--- src/rtl/epwc_pkg.sv ---
// shared types, codes and constants for the echo pulse width capture block
// no dependencies; imported by echo_pulse_width_capture
package epwc_pkg;

	localparam int COUNT_BITS = 16;
	localparam int REG_BITS   = 16;

	typedef logic [COUNT_BITS-1:0] count_t;
	typedef logic [REG_BITS-1:0]   reg_t;

	// event kinds carried on cmd
	typedef enum logic [1:0] {
		CMD_TRIGGER = 2'd0,
		CMD_EDGE    = 2'd1,
		CMD_POLL    = 2'd2,
		CMD_READ    = 2'd3
	} cmd_t;

	// configuration register indexes
	typedef enum logic [1:0] {
		REG_FRAME_COUNTS = 2'd0,
		REG_MIN_PULSE    = 2'd1,
		REG_TIMEOUT      = 2'd2,
		REG_UNUSED       = 2'd3
	} reg_idx_t;

	localparam reg_t FRAME_COUNTS_RST = reg_t'(40000);
	localparam reg_t MIN_PULSE_RST    = reg_t'(20);
	localparam reg_t TIMEOUT_RST      = reg_t'(30000);

	// one result item
	typedef struct packed {
		logic       complete;
		logic [15:0] pulse_us;
		logic       measuring;
	} res_t;

	// wrap-safe count difference, taken modulo the frame length
	function automatic count_t wrap_delta(input count_t now, input count_t start,
			input reg_t frame);
		count_t frame_c;
		frame_c = count_t'(frame);
		if (now >= start)
			return count_t'(now - start);
		else
			return count_t'(frame_c - start + now);
	endfunction

	// ticks halved, rounded up at one half
	function automatic logic [15:0] half_round(input count_t ticks);
		logic [COUNT_BITS:0] sum;
		sum = {1'b0, ticks} + {{COUNT_BITS{1'b0}}, 1'b1};
		return 16'(sum >> 1);
	endfunction

endpackage

--- src/rtl/echo_pulse_width_capture.sv ---
// top level of the echo pulse width capture block
// depends on epwc_pkg (types, event codes, wrap-safe difference)
module echo_pulse_width_capture
	import epwc_pkg::*;
(
	input  logic        clk,
	input  logic        arst_n,
	// configuration write channel
	input  logic        cfg_valid,
	output logic        cfg_ready,
	input  logic [1:0]  cfg_index,
	input  logic [15:0] cfg_data,
	// event channel
	input  logic        in_valid,
	output logic        in_ready,
	input  logic [1:0]  cmd,
	input  logic [15:0] timer_value,
	// result channel
	output logic        out_valid,
	input  logic        out_ready,
	output logic        complete,
	output logic [15:0] pulse_us,
	output logic        measuring
);

	// Measures an ultrasonic echo pulse from a shared timer that wraps every
	// frame_counts counts. Each event transaction (trigger, edge capture, poll,
	// read) yields exactly one result transaction carrying the complete flag,
	// the stored width in microseconds and the in-flight flag as they stand
	// after that event. An accepted event sits in one input register; once the
	// output queue has room, the measurement state is updated and the result is
	// written into that two-entry queue. One event per cycle is sustained while
	// the queue has room; on its way to the result each event passes the input
	// register and the output queue register. The queue holds up to two results
	// for the consumer; with both full and none leaving, the staged event stalls.
	// Configuration writes are taken every cycle (cfg_ready is always high); an
	// index of three is ignored. Configure only while no event is outstanding.

	// configuration registers
	reg_t frame_counts_q;
	reg_t min_pulse_q;
	reg_t timeout_q;

	// measurement state
	count_t      trigger_count_q;
	count_t      rise_count_q;
	logic        await_rise_q;
	logic        in_flight_q;
	logic        done_flag_q;
	logic [15:0] width_us_q;

	// input stage
	logic   valid_s1;
	cmd_t   cmd_s1;
	count_t tv_s1;

	// output queue
	res_t       q0_q;
	res_t       q1_q;
	logic [1:0] count_q;

	logic pop;
	logic push;

	// next-state values
	count_t      trigger_count_d;
	count_t      rise_count_d;
	logic        await_rise_d;
	logic        in_flight_d;
	logic        done_flag_d;
	logic [15:0] width_us_d;
	count_t      edge_ticks;
	count_t      poll_ticks;
	res_t        res;

	assign cfg_ready = 1'b1;

	// result leaves the head of the queue
	assign pop  = (count_q != 2'd0) && out_ready;
	// the staged event moves on when the queue has room
	assign push = valid_s1 && ((count_q != 2'd2) || pop);
	assign in_ready = !valid_s1 || push;

	assign out_valid = (count_q != 2'd0);
	assign complete  = q0_q.complete;
	assign pulse_us  = q0_q.pulse_us;
	assign measuring = q0_q.measuring;

	// configuration writes
	always_ff @(posedge clk or negedge arst_n) begin
		if (!arst_n) begin
			frame_counts_q <= FRAME_COUNTS_RST;
			min_pulse_q    <= MIN_PULSE_RST;
			timeout_q      <= TIMEOUT_RST;
		end else if (cfg_valid && cfg_ready) begin
			unique case (reg_idx_t'(cfg_index))
				REG_FRAME_COUNTS: frame_counts_q <= cfg_data;
				REG_MIN_PULSE:    min_pulse_q    <= cfg_data;
				REG_TIMEOUT:      timeout_q      <= cfg_data;
				default:          ;
			endcase
		end
	end

	// input register
	always_ff @(posedge clk or negedge arst_n) begin
		if (!arst_n) begin
			valid_s1 <= 1'b0;
		end else if (in_ready) begin
			valid_s1 <= in_valid;
		end
	end

	always_ff @(posedge clk) begin
		if (in_valid && in_ready) begin
			cmd_s1 <= cmd_t'(cmd);
			tv_s1  <= count_t'(timer_value);
		end
	end

	// event processing on the staged item
	assign edge_ticks = wrap_delta(tv_s1, rise_count_q, frame_counts_q);
	assign poll_ticks = wrap_delta(tv_s1, trigger_count_q, frame_counts_q);

	always_comb begin
		trigger_count_d = trigger_count_q;
		rise_count_d    = rise_count_q;
		await_rise_d    = await_rise_q;
		in_flight_d     = in_flight_q;
		done_flag_d     = done_flag_q;
		width_us_d      = width_us_q;
		unique case (cmd_s1)
			CMD_TRIGGER: begin
				done_flag_d     = 1'b0;
				await_rise_d    = 1'b1;
				in_flight_d     = 1'b1;
				trigger_count_d = tv_s1;
			end
			CMD_EDGE: begin
				if (await_rise_q) begin
					rise_count_d = tv_s1;
					await_rise_d = 1'b0;
				end else begin
					await_rise_d = 1'b1;
					// short pulses are dropped as noise
					if (edge_ticks >= count_t'(min_pulse_q)) begin
						width_us_d  = half_round(edge_ticks);
						done_flag_d = 1'b1;
						in_flight_d = 1'b0;
					end
				end
			end
			CMD_POLL: begin
				// timeout: no echo within the allowed span
				if (in_flight_q && (poll_ticks > count_t'(timeout_q))) begin
					in_flight_d  = 1'b0;
					width_us_d   = 16'd0;
					done_flag_d  = 1'b1;
					await_rise_d = 1'b1;
				end
			end
			CMD_READ: begin
				done_flag_d = 1'b0;
			end
			default: ;
		endcase
		res.complete  = done_flag_d;
		res.pulse_us  = width_us_d;
		res.measuring = in_flight_d;
	end

	// state update when the staged event is committed
	always_ff @(posedge clk or negedge arst_n) begin
		if (!arst_n) begin
			trigger_count_q <= '0;
			rise_count_q    <= '0;
			await_rise_q    <= 1'b1;
			in_flight_q     <= 1'b0;
			done_flag_q     <= 1'b0;
			width_us_q      <= 16'd0;
		end else if (push) begin
			trigger_count_q <= trigger_count_d;
			rise_count_q    <= rise_count_d;
			await_rise_q    <= await_rise_d;
			in_flight_q     <= in_flight_d;
			done_flag_q     <= done_flag_d;
			width_us_q      <= width_us_d;
		end
	end

	// output queue occupancy
	always_ff @(posedge clk or negedge arst_n) begin
		if (!arst_n) begin
			count_q <= 2'd0;
		end else begin
			case ({push, pop})
				2'b10:   count_q <= count_q + 2'd1;
				2'b01:   count_q <= count_q - 2'd1;
				default: count_q <= count_q;
			endcase
		end
	end

	// output queue entries, head in q0
	always_ff @(posedge clk) begin
		case ({push, pop})
			2'b10: begin
				if (count_q == 2'd0)
					q0_q <= res;
				else
					q1_q <= res;
			end
			2'b01: begin
				q0_q <= q1_q;
			end
			2'b11: begin
				if (count_q == 2'd1) begin
					q0_q <= res;
				end else begin
					q0_q <= q1_q;
					q1_q <= res;
				end
			end
			default: ;
		endcase
	end

endmodule

--- config.mk ---
export PLATFORM = sky130hd
export DESIGN_NAME = echo_pulse_width_capture
export DESIGN_NICKNAME = d
export VERILOG_FILES = /design/src/rtl/epwc_pkg.sv /design/src/rtl/echo_pulse_width_capture.sv
export SDC_FILE = /design/constraint.sdc
export NUM_CORES = 1
export LEC_CHECK = 0
export BUFFER_PORTS_ARGS = -buffer_cell sky130_fd_sc_hd__buf_2
export CAP_MARGIN = 20
export CORE_ASPECT_RATIO = 2
export CORE_MARGIN = 4
export CORE_UTILIZATION = 45
export CTS_CLUSTER_DIAMETER = 80
export DETAILED_ROUTE_END_ITERATION = 8
export PLACE_DENSITY = 0.72
export SYNTH_ARGS = -nofsm -noshare
export SYNTH_HDL_FRONTEND = slang
export SYNTH_SLANG_ARGS = --single-unit
--- constraint.sdc ---
create_clock -name clk -period 6.24 [get_ports clk]
set_input_delay 0.936 -clock clk [delete_from_list [all_inputs] [get_ports clk]]
set_output_delay 0.936 -clock clk [all_outputs]
set_load 0.1 [all_outputs]
==> metrics.md <==
| Metric | Value |
|---|---|
| Core Footprint | 0.0252 sq mm |
| Worst-Skew Late Latency | 460 ps |
| Number of flops mapped to enable cells by yosys | 54 |
| Yosys reg bits | 156 |
| Io pins | 62 |
| 1st-iter DRT viols | 484 |
| Synth top area share | 18.8% |
| Worst-path cell chain | inv_1 -> fa_1 -> inv_1 -> ha_1 -> a21o_1 -> a21o_1 -> a21oi_2 -> o21ai_1 -> a41o_1 -> or3b_2 -> a31o_2 -> a21oi_1 -> xnor2_1 -> mux2i_1 -> ha_1 -> o21a_1 -> nor2_1 -> a41oi_2 -> a31o_2 -> o211ai_1 -> buf_6 -> a22o_2 -> mux2_1 |
| Synth async-reset ratio | 65.4% |
| Mapped cell area | 0.0116 sq mm |
| Slew headroom | 31.5% |
| Starting Density | 45.8% |
| Final TNS setup | 0 ps |
| Largest delay share family, worst path | compound AO/OA/AOI/OAI gates |
| CTS root buf | clkbuf_16 |
| Final worst-path cycle share | 95.2% |
| Worst hold path startpoint | width_us_q[8]$_DFFE_PN0P_ |
| Global-route wire length before repair | 49.9 mm |
| ANT nets after route | 0 |
| Hold Path Stages | 2 |
| DR WL/cell | 19.4 microns |
| Synth Flop Type | dfrtp_1 |
| Kind of critical path | flip-flop to flip-flop |
| Post-synthesis sequential area ratio | 36.3% |
| DRT Pass-1 Iters | 5 |
| Hold_ws | 492 ps |
| CP max stage delay | 550 ps |
| Max Cap Viol | 0 |
| Vias/cell | 5.50 |
| Die height | 235 microns |
| Status | complete, no violations |
| Most frequent cell after synthesis | inv_1 |
| Inserted Clock Buffers | 17 |
| DP HPWL | 25.8 mm |
| Die X | 121 microns |
| Hold/Removal Path Class | flip-flop to flip-flop |
| Vias | 8924 |
| H-tree levels | 4 |
| Setup crit end kind | flip-flop |
| Clk buf depth | 2 |
| Area of the multi-input gates | 0.00658 sq mm |
| Area growth syn-to-layout | 12.1% |
| Layout cells sized above 1 | 16.8% |
| Reg clk slew, reported paths | 70 ps |
| TritonCTS clock tree | yes |
| Tmin final | 5940 ps |
| Crit path DAT | 6140 ps |
| FF/Latch Area | 0.00419 sq mm |
| Final Max Slew Viols | 0 |
| Critical Path Slowest Stage Cell | fa_1 |
| Post-Synthesis Cells | 1200 |
| Sinks on Clock Net | 156 |
| Final wirelength | 31.5 mm |
| Vias in the first global route | 9474 |
| Largest net degree at the start of global routing | 54 |
| Finish-stage setup viols | 0 |
| # hold bufs at CTS | 0 |
| Top cells by count, synth | 191 x inv_1, 120 x nand2_1, 102 x ha_1, 94 x o21ai_0, 87 x dfrtp_1 |
| RSZ-0062 raised after global routing | false |
| Dominant cell type by area after synthesis | dfrtp_1 |
| GRT overflow | 0 |
| Worst r2r dst | pulse_us[13]$_DFFE_PP_ |
| Antenna violations before repair | 0 |
| # rows | 82 |
| Synth cell types | 87 |
| Fin nets | 1450 |
| GPL Wtd Cong | 0.957 |
| WP data required | 6440 ps |
| Least-Margin Pin Slew | 1030 ps |
| Maximum achievable frequency | 168 MHz |
| Fillers | 2363 |
| Diode count | 0 |
| GR Util All Layers | 22.9% |
| # DRC | 0 |
| Crit path buffers/inverters | 3 |
| R2R depth | 23 |
| Worst hold endpoint | width_us_q[8]$_DFFE_PN0P_ |
| Post-synthesis net count | 1375 |
| Top post-synthesis cells by area | dfrtp_1 19%, edfxtp_1 14%, ha_1 11% |
| Final Skew | 13.0 ps |
| CP max FO | 17 |
| Yosys warnings | 0 |
| Post-Syn Area per Cell | 9.63 sq um |
| R2R setup slack | 300 ps |
| Total die area | 0.0285 sq mm |
| Setup crit start kind | flip-flop |
| I/O Buffers | 60 |
| Hold Fails Final Rpt | 0 |
| Reg2reg start | tv_s1[1]$_DFFE_PP_ |
[flip-flops by register name, indices dropped and copies added (netlist names)]
signal           flops
await_rise_q         1
cmd_s1               2
complete             1
count_q              2
done_flag_q          1
frame_counts_q      16
in_flight_q          1
measuring            1
min_pulse_q         16
pulse_us            16
q1_q                18
rise_count_q        16
timeout_q           16
trigger_count_q     16
tv_s1               16
valid_s1             1
width_us_q          16
[routing by layer]
| layer | part of all wire, % | track usage [%] |
|---|---|---|
| met1 | 33 | 21.2 |
| met2 | 54 | 41.8 |
| met3 | 2.9 | 3.27 |
| met4 | 10 | 20.5 |
| met5 | 0 | 0 |
[area by class of cell]
| class | count | share of cell area, % |
|---|---|---|
| inverter | 191 | 5.53 |
| timing repair buffer | 83 | 3.70 |
| sequential | 156 | 32.3 |
| clock inverter | 15 | 1.16 |
| clock buffer | 17 | 3.28 |
| tap | 336 | 3.24 |
| multi-input combinational | 826 | 50.7 |
[per-stage QoR]
step	setup WS, ps	util (%)	area (sq um)	cells
after floorplan	561	-	11600	1200
after global placement	172	48.7	12300	1586
after detailed placement	91.8	48.7	12300	1586
after CTS	36.5	51.0	12900	1618
after global routing	0.341	51.4	13000	1624
final	299	51.4	13000	1624
[logic make-up after synthesis]
group                    Yosys count  share of synthesized area (%)
multiplexers                      74                           6.97
other                              1                         0.0324
flip-flops                       156                           36.3
AND/OR/NAND/NOR                  261                           10.9
adder cells (fa/ha/maj)          134                           16.6
buffers and inverters            218                           7.19
XOR/XNOR                          67                           5.08
AO/OA/AOI/OAI                    289                           17.0
[timing repair]
item,4_1_cts,5_1_grt
endpoints found under the hold margin,0,0
buffers inserted,0,6
gates resized for setup,0,10
endpoints found under the setup margin,0,50
[worst register-to-register path, cell delays in order, from the launching register on]
cell and delay [ps]:
edfxtp_1 390, inv_1 100, fa_1 550, inv_1 60, ha_1 280, a21o_1 180
a21o_1 200, a21oi_2 200, o21ai_1 170, a41o_1 320, or3b_2 460, a31o_2 250
a21oi_1 170, xnor2_1 270, mux2i_1 220, ha_1 380, o21a_1 130, nor2_1 40
a41oi_2 260, a31o_2 220, o211ai_1 100, buf_6 170, a22o_2 270, mux2_1 300
[layout by cell type (no fill, tap or decap), types with 7 or more instances in the layout]
master     netlist  routed
o21bai_1         7       7
buf_4            2      23
inv_1          191     190
fa_1            32      32
mux2_2          51      51
nand2b_1        16      16
ha_1           102     101
nand2_1        120     120
buf_2            4      59
edfxtp_1        54      54
a31oi_1         18      18
nor3_1          16      16
mux2i_1         22      22
xor2_1          27      27
nor2_1          40      40
dfstp_2         15      15
clkbuf_16        0      17
o21ai_0         94      91
a21o_1          26      26
dfrtp_1         87      87
nand4_1         13      13
xnor2_1         40      40
a21oi_1         59      57
nand3_1         12      12
o21a_1          12      12
[worst max-delay path by stage]
| stage | slack, ps | startpoint | depth (start not counted) | to |
|---|---|---|---|---|
| 6_report | 300 | tv_s1[1]$_DFFE_PP_ | 23 | pulse_us[13]$_DFFE_PP_ |
| 5_1_grt | 0.3 | tv_s1[0]$_DFFE_PP_ | 25 | pulse_us[13]$_DFFE_PP_ |
| 4_1_cts | 40 | tv_s1[1]$_DFFE_PP_ | 23 | pulse_us[13]$_DFFE_PP_ |
| 3_5_place_dp | 90 | tv_s1[1]$_DFFE_PP_ | 23 | pulse_us[13]$_DFFE_PP_ |
| 3_3_place_gp | 170 | tv_s1[1]$_DFFE_PP_ | 23 | pulse_us[13]$_DFFE_PP_ |
| 2_1_floorplan | 560 | tv_s1[0]$_DFFE_PP_ | 26 | pulse_us[0]$_DFFE_PP_ |
Power is not shown: default switching activity piles up to over one toggle a cycle in this logic, so the estimate is an artifact.
